## config.mk

```make
export PLATFORM = sky130hd
export DESIGN_NAME = thermistor_table_interpolator
export DESIGN_NICKNAME = d
export VERILOG_FILES = /design/src/hdl/tti_pkg.sv /design/src/hdl/tti_divider.sv /design/src/hdl/thermistor_table_interpolator.sv
export SDC_FILE = /design/constraint.sdc
export NUM_CORES = 1
export LEC_CHECK = 0
export ABC_AREA = 0
export ABC_CLOCK_PERIOD_IN_PS = 8450
export BUFFER_PORTS_ARGS = -buffer_cell sky130_fd_sc_hd__buf_2
export CAP_MARGIN = 20
export CELL_PAD_IN_SITES_DETAIL_PLACEMENT = 1
export CELL_PAD_IN_SITES_GLOBAL_PLACEMENT = 2
export CORE_MARGIN = 2
export CORE_UTILIZATION = 42
export DETAILED_ROUTE_END_ITERATION = 16
export PLACE_DENSITY_LB_ADDON = 0.2
export SYNTH_ARGS = -nofsm -noshare
export SYNTH_HDL_FRONTEND = slang
export SYNTH_SLANG_ARGS = --single-unit
```

## constraint.sdc

```tcl
create_clock -name clk -period 8.45 [get_ports clk]
set_input_delay 2.1125 -clock clk [delete_from_list [all_inputs] [get_ports clk]]
set_output_delay 2.1125 -clock clk [all_outputs]
set_load 0.02 [all_outputs]
```

## src/hdl/tti_pkg.sv

```systemverilog
`timescale 1ns / 1ps
// tti_pkg: shared constants, thermistor reading table and divider handshake types
// for the thermistor table interpolator; no dependencies

package tti_pkg;

  localparam int ADC_W      = 10;
  localparam int ADC_MAX    = 1023;
  localparam int CODE_W     = 10;
  localparam int FAULT_W    = 2;
  localparam int TENTHS     = 10;
  // (prev - avg) * 10 stays below 2^14
  localparam int FRAC_NUM_W = ADC_W + 4;
  localparam int FRAC_W     = 4;

  localparam int ROM_SIZE = 80;
  localparam int IDX_W    = $clog2(ROM_SIZE);
  localparam int MAX_CODE = ROM_SIZE * TENTHS;

  localparam int DEF_SAMPLES_PER_RESULT = 32;
  localparam int DEF_TABLE_ENTRIES      = 80;

  localparam logic [FAULT_W-1:0] FAULT_NONE = 2'd0;
  localparam logic [FAULT_W-1:0] FAULT_HIGH = 2'd1;
  localparam logic [FAULT_W-1:0] FAULT_LOW  = 2'd2;

  // expected converter reading per table step, falling with the index
  localparam logic [ADC_W-1:0] RT_ROM [ROM_SIZE] = '{
    10'd923, 10'd918, 10'd913, 10'd907, 10'd901, 10'd895, 10'd888, 10'd882, 10'd875, 10'd868,
    10'd861, 10'd853, 10'd845, 10'd837, 10'd829, 10'd821, 10'd812, 10'd803, 10'd794, 10'd785,
    10'd775, 10'd766, 10'd755, 10'd746, 10'd735, 10'd725, 10'd715, 10'd704, 10'd693, 10'd682,
    10'd671, 10'd660, 10'd649, 10'd637, 10'd626, 10'd615, 10'd603, 10'd592, 10'd580, 10'd569,
    10'd557, 10'd546, 10'd534, 10'd523, 10'd512, 10'd500, 10'd489, 10'd478, 10'd467, 10'd456,
    10'd445, 10'd435, 10'd424, 10'd414, 10'd403, 10'd393, 10'd383, 10'd373, 10'd364, 10'd354,
    10'd345, 10'd336, 10'd327, 10'd318, 10'd310, 10'd301, 10'd293, 10'd285, 10'd277, 10'd269,
    10'd262, 10'd255, 10'd247, 10'd240, 10'd234, 10'd227, 10'd221, 10'd214, 10'd208, 10'd198
  };

  typedef struct packed {
    logic start;
  } div_req_t;

  typedef struct packed {
    logic busy;
    logic done;
  } div_sts_t;

endpackage

```

## src/hdl/tti_divider.sv

```systemverilog
`timescale 1ns / 1ps
// tti_divider: restoring divider, one quotient bit per cycle
// depends on tti_pkg for the request and status structs

module tti_divider #(
  parameter int DW = 18,
  parameter int VW = 10
) (
  input  logic               clk,
  input  logic               rst_n,
  input  tti_pkg::div_req_t  req,
  input  logic [DW-1:0]      dividend,
  input  logic [VW-1:0]      divisor,
  output tti_pkg::div_sts_t  sts,
  output logic [DW-1:0]      quotient
);
  import tti_pkg::*;

  localparam int CW = $clog2(DW + 1);

  logic [VW:0]   rem_r, rem_nxt;
  logic [DW-1:0] quo_r, quo_nxt;
  logic [CW-1:0] cnt_r, cnt_nxt;
  logic          busy_r, busy_nxt;
  logic          done_r, done_nxt;
  logic [VW:0]   rem_sh;
  logic [VW:0]   rem_sub;
  logic          fits;

  assign rem_sh  = {rem_r[VW-1:0], quo_r[DW-1]};
  assign fits    = rem_sh >= {1'b0, divisor};
  assign rem_sub = rem_sh - {1'b0, divisor};

  always_comb begin
    rem_nxt  = rem_r;
    quo_nxt  = quo_r;
    cnt_nxt  = cnt_r;
    busy_nxt = busy_r;
    done_nxt = 1'b0;
    if (req.start) begin
      rem_nxt  = '0;
      quo_nxt  = dividend;
      cnt_nxt  = CW'(DW);
      busy_nxt = 1'b1;
    end else if (busy_r) begin
      rem_nxt = fits ? rem_sub : rem_sh;
      quo_nxt = {quo_r[DW-2:0], fits};
      cnt_nxt = cnt_r - 1'b1;
      if (cnt_r == CW'(1)) begin
        busy_nxt = 1'b0;
        done_nxt = 1'b1;
      end
    end
  end

  always_ff @(posedge clk) begin
    if (!rst_n) begin
      busy_r <= 1'b0;
      done_r <= 1'b0;
      cnt_r  <= '0;
    end else begin
      busy_r <= busy_nxt;
      done_r <= done_nxt;
      cnt_r  <= cnt_nxt;
    end
    rem_r <= rem_nxt;
    quo_r <= quo_nxt;
  end

  assign sts.busy = busy_r;
  assign sts.done = done_r;
  assign quotient = quo_r;

endmodule

```

## src/hdl/thermistor_table_interpolator.sv

```systemverilog
`timescale 1ns / 1ps
// thermistor_table_interpolator: sample averaging, table search and linear interpolation
// depends on tti_pkg and tti_divider
//
//  channel  direction  handshake              payload
//  in_      request    in_valid / in_stall    in_adc_sample
//  out_     result     out_valid / out_stall  out_temperature_code, out_range_fault
//
// samples are summed while in_stall is low; the last sample of a group starts a conversion
// made of the one-entry-a-cycle table search and the bit-serial divider for the tenths;
// the group average is one reciprocal multiply
// in_stall is high during the conversion and while a finished result waits for
// the output register to free up
// synchronous active-low reset clears the group sum, count and output valid

module thermistor_table_interpolator #(
  parameter int SAMPLES_PER_RESULT = tti_pkg::DEF_SAMPLES_PER_RESULT,
  parameter int TABLE_ENTRIES      = tti_pkg::DEF_TABLE_ENTRIES
) (
  input  logic                         clk,
  input  logic                         rst_n,
  input  logic                         in_valid,
  output logic                         in_stall,
  input  logic [tti_pkg::ADC_W-1:0]    in_adc_sample,
  output logic                         out_valid,
  input  logic                         out_stall,
  output logic [tti_pkg::CODE_W-1:0]   out_temperature_code,
  output logic [tti_pkg::FAULT_W-1:0]  out_range_fault
);
  import tti_pkg::*;

  localparam int SUM_W  = $clog2(ADC_MAX * SAMPLES_PER_RESULT + 1);
  localparam int CNT_W  = $clog2(SAMPLES_PER_RESULT);
  localparam int N_USED = (TABLE_ENTRIES > ROM_SIZE) ? ROM_SIZE : TABLE_ENTRIES;
  localparam int DW     = FRAC_NUM_W;
  localparam int VW     = ADC_W;
  localparam int PROD_W = IDX_W + 4;

  // average = (sum * AVG_RECIP) >> AVG_SH, exact for every sum below 2^SUM_W
  localparam int     AVG_SH      = SUM_W + $clog2(SAMPLES_PER_RESULT);
  localparam int     RECIP_W     = SUM_W + 1;
  localparam int     AVG_PROD_W  = SUM_W + RECIP_W;
  localparam longint AVG_RECIP_L = ((longint'(1) << AVG_SH) / longint'(SAMPLES_PER_RESULT)) + 1;
  localparam logic [RECIP_W-1:0] AVG_RECIP = RECIP_W'(AVG_RECIP_L);

  localparam logic [2:0] ST_ACC    = 3'd0;
  localparam logic [2:0] ST_AVG    = 3'd1;
  localparam logic [2:0] ST_SEARCH = 3'd2;
  localparam logic [2:0] ST_MUL    = 3'd3;
  localparam logic [2:0] ST_FRAC   = 3'd4;
  localparam logic [2:0] ST_EMIT   = 3'd5;

  logic [2:0]            state_r, state_nxt;
  logic [SUM_W-1:0]      sum_r, sum_nxt;
  logic [CNT_W-1:0]      count_r, count_nxt;
  logic [ADC_W-1:0]      avg_r, avg_nxt;
  logic [IDX_W-1:0]      idx_r, idx_nxt;
  logic [ADC_W-1:0]      prev_r, prev_nxt;
  logic [ADC_W-1:0]      diff_r, diff_nxt;
  logic [ADC_W-1:0]      den_r, den_nxt;
  logic [CODE_W-1:0]     res_code_r, res_code_nxt;
  logic [FAULT_W-1:0]    res_fault_r, res_fault_nxt;
  logic                  start_r, start_nxt;
  logic [DW-1:0]         div_dividend_r, div_dividend_nxt;
  logic [VW-1:0]         div_divisor_r, div_divisor_nxt;
  logic                  out_valid_r, out_valid_nxt;
  logic [CODE_W-1:0]     out_code_r, out_code_nxt;
  logic [FAULT_W-1:0]    out_fault_r, out_fault_nxt;

  logic                  in_take;
  logic [SUM_W-1:0]      sum_plus;
  logic [AVG_PROD_W-1:0] avg_prod;
  logic [ADC_W-1:0]      rom_cur;
  logic [FRAC_NUM_W-1:0] frac_num;
  logic [PROD_W-1:0]     idx_x10;
  div_req_t              div_req;
  div_sts_t              div_sts;
  logic [DW-1:0]         div_quo;

  assign in_stall = (state_r != ST_ACC);
  assign in_take  = in_valid && !in_stall;
  assign sum_plus = sum_r + SUM_W'(in_adc_sample);
  assign avg_prod = AVG_PROD_W'(sum_r) * AVG_PROD_W'(AVG_RECIP);
  assign rom_cur  = RT_ROM[idx_r];
  assign frac_num = (FRAC_NUM_W'(diff_r) << 3) + (FRAC_NUM_W'(diff_r) << 1);
  assign idx_x10  = (PROD_W'(idx_r) << 3) + (PROD_W'(idx_r) << 1);
  assign div_req.start = start_r;

  tti_divider #(
    .DW (DW),
    .VW (VW)
  ) u_div (
    .clk      (clk),
    .rst_n    (rst_n),
    .req      (div_req),
    .dividend (div_dividend_r),
    .divisor  (div_divisor_r),
    .sts      (div_sts),
    .quotient (div_quo)
  );

  always_comb begin
    state_nxt        = state_r;
    sum_nxt          = sum_r;
    count_nxt        = count_r;
    avg_nxt          = avg_r;
    idx_nxt          = idx_r;
    prev_nxt         = prev_r;
    diff_nxt         = diff_r;
    den_nxt          = den_r;
    res_code_nxt     = res_code_r;
    res_fault_nxt    = res_fault_r;
    start_nxt        = 1'b0;
    div_dividend_nxt = div_dividend_r;
    div_divisor_nxt  = div_divisor_r;
    out_valid_nxt    = out_valid_r && out_stall;
    out_code_nxt     = out_code_r;
    out_fault_nxt    = out_fault_r;

    unique case (state_r)
      ST_ACC: begin
        if (in_take) begin
          sum_nxt = sum_plus;
          if (count_r == CNT_W'(SAMPLES_PER_RESULT - 1)) begin
            count_nxt = '0;
            state_nxt = ST_AVG;
          end else begin
            count_nxt = count_r + 1'b1;
          end
        end
      end
      ST_AVG: begin
        avg_nxt   = ADC_W'(avg_prod >> AVG_SH);
        sum_nxt   = '0;
        idx_nxt   = '0;
        state_nxt = ST_SEARCH;
      end
      ST_SEARCH: begin
        if (avg_r >= rom_cur) begin
          if (idx_r == '0) begin
            // above the first entry is out of range, equal to it is the first step
            if (avg_r > rom_cur) begin
              res_code_nxt  = '0;
              res_fault_nxt = FAULT_HIGH;
            end else begin
              res_code_nxt  = CODE_W'(TENTHS);
              res_fault_nxt = FAULT_NONE;
            end
            state_nxt = ST_EMIT;
          end else begin
            diff_nxt  = prev_r - avg_r;
            den_nxt   = prev_r - rom_cur;
            state_nxt = ST_MUL;
          end
        end else if (idx_r == IDX_W'(N_USED - 1)) begin
          res_code_nxt  = '0;
          res_fault_nxt = FAULT_LOW;
          state_nxt     = ST_EMIT;
        end else begin
          prev_nxt = rom_cur;
          idx_nxt  = idx_r + 1'b1;
        end
      end
      ST_MUL: begin
        if (den_r == '0) begin
          // flat table step: no tenths
          res_code_nxt  = idx_x10[CODE_W-1:0];
          res_fault_nxt = FAULT_NONE;
          state_nxt     = ST_EMIT;
        end else begin
          div_dividend_nxt = DW'(frac_num);
          div_divisor_nxt  = VW'(den_r);
          start_nxt        = 1'b1;
          state_nxt        = ST_FRAC;
        end
      end
      ST_FRAC: begin
        if (div_sts.done && !div_sts.busy) begin
          res_code_nxt  = CODE_W'(idx_x10 + PROD_W'(div_quo[FRAC_W-1:0]));
          res_fault_nxt = FAULT_NONE;
          state_nxt     = ST_EMIT;
        end
      end
      ST_EMIT: begin
        if (!out_valid_r || !out_stall) begin
          out_valid_nxt = 1'b1;
          out_code_nxt  = res_code_r;
          out_fault_nxt = res_fault_r;
          state_nxt     = ST_ACC;
        end
      end
      default: begin
        state_nxt = ST_ACC;
      end
    endcase
  end

  always_ff @(posedge clk) begin
    if (!rst_n) begin
      state_r     <= ST_ACC;
      sum_r       <= '0;
      count_r     <= '0;
      start_r     <= 1'b0;
      out_valid_r <= 1'b0;
    end else begin
      state_r     <= state_nxt;
      sum_r       <= sum_nxt;
      count_r     <= count_nxt;
      start_r     <= start_nxt;
      out_valid_r <= out_valid_nxt;
    end
    avg_r          <= avg_nxt;
    idx_r          <= idx_nxt;
    prev_r         <= prev_nxt;
    diff_r         <= diff_nxt;
    den_r          <= den_nxt;
    res_code_r     <= res_code_nxt;
    res_fault_r    <= res_fault_nxt;
    div_dividend_r <= div_dividend_nxt;
    div_divisor_r  <= div_divisor_nxt;
    out_code_r     <= out_code_nxt;
    out_fault_r    <= out_fault_nxt;
  end

  assign out_valid            = out_valid_r;
  assign out_temperature_code = out_code_r;
  assign out_range_fault      = out_fault_r;

endmodule

```

# ---- Word-level counts from Yosys, hierarchy flattened
# Memories as Yosys holds them, arrays and structs flattened.
# Cells that the tools add are included.
dict set report word_totals {
  rom_bits 1280
  inputBits 14
  n_memories 1
  latchBits 0
  word_cells 133
  register_bits 150
  ram_bits 0
  output_inout_bits 14
}
dict set report op_classes {
  n_div 0
  bitwise_logic 7
  muxes 43
  n_shift 0
  reduce_logical 28
  n_eq_ne 17
  n_lt_le_gt_ge 4
  add_sub_neg 10
  multipliers 1
}
# memory depth word_bits rd rd_clocked_by_memory_dff write_ports line_no
set mem_list {}
lappend mem_list {{(name not given)} 128 10 1 0 0 thermistor_table_interpolator.sv:84} ;# assign rom_cur = RT_ROM[idx_r];
# operator count
set ops {}
lappend ops {{$mux 10} 8}
lappend ops {{$mul 15x16->30 const B} 1}
lappend ops {{$pmux 10 s3} 1}
lappend ops {{$pmux 15 s2} 1}
lappend ops {{$sub 10x10->10} 3}
lappend ops {{$mux 14} 2}
lappend ops {{$mux 3} 7}
lappend ops {{$pmux 3 s6} 1}
lappend ops {{$add 15x10->15} 1}
lappend ops {{$mux 15} 1}
lappend ops {{$add 13x11->14} 1}
lappend ops {{$mux 7} 2}
lappend ops {{$ne 2x2->1 const B} 7}
lappend ops {{$pmux 7 s2} 1}
lappend ops {{$mux 4} 3}
lappend ops {{$ge 11x10->1} 1}
lappend ops {{$add 10x4->10} 1}
lappend ops {{$add 10x8->10} 1}
lappend ops {{$ge 10x10->1} 1}
lappend ops {{$gt 10x10->1} 1}
lappend ops {{$logic_not 10->1} 1}
lappend ops {{$mux 2} 5}
lappend ops {{$reduce_and 2->1} 5}
lappend ops {{$reduce_and 5->1} 2}
lappend ops {{other kinds (26)} 52}

# ---- Depth between registers and ports, before layout
dict set report logic_depth {
  word_depth 9
  mapped_depth 18
  ltp_nobuf 16
}

# ---- Cells and area by module
# Synthesis repeated with hierarchy kept, for this count alone.
dict set report hier_totals {
  cells_unflattened 957
  area_unflattened_um2 9537.9
}
# mod instances area_each_um2 cells_per_inst seq_area_each_um2
set modules_own_cells {}
lappend modules_own_cells {thermistor_table_interpolator 1 7719.9 777 3323.2}
lappend modules_own_cells {tti_divider 1 1818.0 180 740.7}

# ---- Worst setup path before layout
# Ideal clock, no wire load.
dict set report synth_path {
  path_type {register -> register}
  start {register idx_r[1]}
  end {register res_code_r[0], enable pin}
  period_less_slack_ps 6387
  required_time_ps 8001
  slack_ps 2063
  path_stages_with_launch 18
  n_path_buf 1
  setup_ps 449
  arrival_ps 5938
  path_cell_list {edfxtp_1 clkbuf_1 inv_1 ha_1 inv_1 ha_1 nand2_1 a21oi_1 a311oi_1 a311o_1 and2_1 ha_1 a211oi_1 o21ai_0 o211ai_1 or3b_2 nor3b_1 a2111oi_0}
}
dict set report synth_via {
  elab_chain_cells 7
  word_cells_on_any_way 10
  cone_classes {order compare (1); eq/ne (3); mux (2); bitwise (1); reduce/logical (2); memory (1)}
}
# element line_no
set synth_lines {}
lappend synth_lines {{start, declared} thermistor_table_interpolator.sv:57} ;# logic [IDX_W-1:0] idx_r, idx_nxt;
lappend synth_lines {{start signal, assigned} thermistor_table_interpolator.sv:213} ;# idx_r <= idx_nxt;
lappend synth_lines {{$not 7->8 (not written as such)} thermistor_table_interpolator.sv:84}
lappend synth_lines {{$mem_v2 128x10} n/a}
lappend synth_lines {{$mux 10 (not written as such) (2 in series)} thermistor_table_interpolator.sv:84}
lappend synth_lines {{$ge 10x10->1} thermistor_table_interpolator.sv:139} ;# if (avg_r >= rom_cur) begin
lappend synth_lines {{$ne 3x3->1 (no line)} n/a}
lappend synth_lines {{$reduce_and 5->1 (no line) (*)} n/a}
lappend synth_lines {{end signal, assigned} thermistor_table_interpolator.sv:217} ;# res_code_r <= res_code_nxt;
lappend synth_lines {{end, declared} thermistor_table_interpolator.sv:61} ;# logic [CODE_W-1:0] res_code_r, res_code_nxt;
# Mark *: on every way between the ends. The rest lies on a longest branch, timed or not. The select of a mux whose other input is x is not followed.
# A chain may end at the register's enable or synchronous reset.

# ---- Worst setup path after layout
dict set report layout_path {
  start {register idx_r[1]}
  end {register idx_r[5], enable pin}
}
dict set report layout_via {
  elab_chain_cells 7
  word_cells_on_any_way 9
  cone_classes {order compare (1); eq/ne (3); mux (2); bitwise (1); reduce/logical (1); memory (1)}
}
# element line_no
set layout_lines {}
lappend layout_lines {{$not 7->8 (not written as such)} thermistor_table_interpolator.sv:84}
lappend layout_lines {{$mem_v2 128x10} n/a}
lappend layout_lines {{$mux 10 (not written as such) (2 in series)} thermistor_table_interpolator.sv:84}
lappend layout_lines {{$ge 10x10->1} thermistor_table_interpolator.sv:139}
lappend layout_lines {{$ne 2x2->1 (no line)} n/a}
lappend layout_lines {{$reduce_and 3->1 (no line) (*)} n/a}
# Marks and branches as above.

==> impl_metrics.ini <==
[timing]
fin_crit_sh = 0.635
final.setup_skew_ps = 10.1
finalHoldViolations = 0
grt_setup_unrepaired = no
fmaxAchievable_mhz = 186
tightest_slew_ps = 941
tns_ps = 0
setup_viol_count_final = 0
slew_headroom = 0.371
finalCriticalPeriod_ps = 5370
drv_slew = 0

[die]
core_mm2 = 0.0220
rows = 54
start_util = 0.432
die_x_um = 154
dieArea_mm2 = 0.0238
io_pins = 28
dieHeight_um = 154

[drt]
ant_nets = 0
dr.pass1.iters = 4
avgRoutedWirePerCell_um = 18.6
routed_wl_mm = 23.5
first_iter_violations = 358
viasPerCell = 5.60
drcViolationCount = 0
vias = 7082

[clock_network]
cts_htree_levels = 4
cts-root-buf = clkbuf_16
cts_tree = built
cts_buffers = 17
clk_pin_slew_ps = 70
post_cts_resized = 0
cts_hold_buffers = 0
cts_setup_buffers = 0
insertion_delay_ps = 430
cts_buffer_depth = 2
clock-sinks = 149

[run_status]
outcome = finished, final reports clean

[layout]
top_register = sum_r
fin_nets = 1075
diodes = 0
drive_gt1_frac = 0.110
largest_reg_flops = 15
stdcell_count = 1264
area_growth_pct = 11.0

[global_routing]
antenna_found_initial = 0
grt_pass1_wl_mm = 38.8
grt_max_degree = 49
grt_usage = 0.206
first_global_vias = 7297
grt.overflow.total = 0

[worst_setup_path]
critPathSlowestCell = edfxtp_1
criticalPathCategory = reg2reg
start_kind = register
worstPathArrival_ps = 5490
crit_top_cell = ha_1
cp.required_ps = 8570
worstPathMaxFanout = 16
max_stage_delay_ps = 740
r2r_cells = 17
worstSetupEndpointType = register
worstPathCellList = inv_1 > ha_1 > inv_1 > ha_1 > nand2_1 > a21oi_1 > a311oi_1 > a311o_1 > and2_1 > ha_1 > a211oi_1 > o21ai_0 > o211ai_1 > or3b_2 > nor3_2 > buf_4 > or2_2

[synthesis]
async_flop_share = 0
synth-seq-cells = 149
yosysWarnings = 0
mappedNetlistNets = 1059
synth-edff-count = 108
synth_cells = 955
ys.flop_type = edfxtp_1
ys_seq_area_frac = 0.429
syn_area_per_cell_um2 = 9.92
synthDistinctLibCells = 73
synth_area_mm2 = 0.00948

[run]
cap_violations = 0

[placement]
dp.cells = 1230
gp_congestion = 0.872
portBuffers = 27
dp_hpwl_mm = 17.7

[worst_hold_path]
hold_path_depth = 0
hp-class = reg2reg

[pwr]
leakage_nw = 4.07
powerDensity_mw_per_mm2 = 161
irDropWorstVdd_uv = 100
==> Yosys cell counts (all sizes together) (6+ instances only) <==
cell	n	area, um2
or2	7	43.8
nor2	76	285
o21a	8	60.1
or3	8	51.3
clkbuf	27	101
a21boi	8	60.1
o31ai	7	52.6
nor2b	30	195
nor3b	8	60.1
and2	9	56.3
a21oi	50	250
nor4	6	37.5
ha	83	1040
mux2i	12	120
nand3b	6	45.0
mux2	14	158
o21ai	58	302
a211oi	21	170
nand2	69	259
nand2b	16	100
nand4	7	43.8
inv	60	225
a31oi	7	43.8
and3	10	62.6
o211ai	13	97.6
nor3	19	100
dfxtp	41	821
nand3	28	140
a21o	11	83.8
buf	14	72.6
xor2	12	105
fa	7	140
edfxtp	108	3240
xnor2	33	289
==> metal layers <==
layer / global-route usage / share of wire / wire length (um) / vias up
met2: 0.335 / 0.46 / 10800 / 92
met1: 0.286 / 0.50 / 11800 / 3438
li1: - / - / - / 3535
met4: 0.0423 / 0.010 / 242 / 0
met5: 0 / 0 / 0 / -
met3: 0.0415 / 0.031 / 723 / 17
==> cell type report <==
| type | instances | area, um2 |
|---|---|---|
| well taps | 280 | 350 |
| inverters | 61 | 229 |
| flip-flops and latches | 149 | 4060 |
| clock buffers | 17 | 425 |
| multi-input cells | 704 | 5030 |
| fillers | 2468 | 11400 |
| repair buffers | 38 | 238 |
| clock inverters | 15 | 185 |
==> worst paths after layout <==
path                                 from                                 to  slack, ps
hold reg to reg   res_code_r[7]$_DFFE_PP_  out_temperature_code[7]$_DFFE_PP_        420
hold / removal    res_code_r[7]$_DFFE_PP_  out_temperature_code[7]$_DFFE_PP_        420
setup / recovery   idx_r[1]$_SDFFCE_PN0P_             idx_r[5]$_SDFFCE_PN0P_       3080
setup reg to reg   idx_r[1]$_SDFFCE_PN0P_             idx_r[5]$_SDFFCE_PN0P_       3080
==> critical path: cells and delay by family (launching register included) <==
family,cells,cell delay (ps)
simple gates,5,1490
compound gates,6,1040
fa+ha+maj,3,1010
buf+inv,3,770
flops,1,740
==> kinds of logic (layout without fill, tap and decap cells) <==
group,count (synthesis),after routing,synth area share
AOI/OAI and AO/OA,231,231,0.163
xor gates and xnor gates,45,45,0.0416
adders and majority gates,90,90,0.124
buffers and inverters,102,131,0.0425
DFF,149,149,0.429
muxes,28,28,0.0341
and+or+nand+nor,310,310,0.166
==> power breakdown <==
group | switching (mW) | total, mW | internal, mW
combinational | 0.0647 | 0.118 | 0.0532
clock | 0.332 | 0.780 | 0.448
sequential | 0.0116 | 0.798 | 0.787
==> cell usage in the layout (no fill, tap or decap), types with 8 or more instances in the layout <==
cell,synthesis,final
o21ai_0,56,56
o21a_1,8,8
a21boi_0,8,8
buf_4,0,10
a211oi_1,20,20
mux2i_1,12,12
and3_1,10,10
mux2_2,14,14
nor2_1,76,76
nor3_1,18,17
nor2b_1,29,29
and2_1,8,8
xor2_1,12,12
xnor2_1,33,33
a21oi_1,50,50
nand2_1,69,69
inv_1,60,60
dfxtp_1,41,41
nand3_1,28,28
nand2b_1,16,16
ha_1,83,83
a21o_1,10,10
buf_2,10,27
o211ai_1,13,13
clkbuf_16,0,17
edfxtp_1,108,108
==> per-stage QoR <==
stage | worst slack [ps] | hold slack [ps] | instance area, um2 | power (mW) | utilization
2_1_floorplan | 2060 | 400 | 9480 | 0.903 | -
3_3_place_gp | 3270 | 405 | 9870 | 0.929 | 0.450
3_5_place_dp | 3090 | 406 | 9870 | 0.932 | 0.450
4_1_cts | 3100 | 423 | 10500 | 1.72 | 0.477
5_1_grt | 2720 | 427 | 10500 | 1.76 | 0.479
6_report | 3080 | 420 | 10500 | 1.70 | 0.479
No activity file was read; power rests on OpenSTA's default activity.
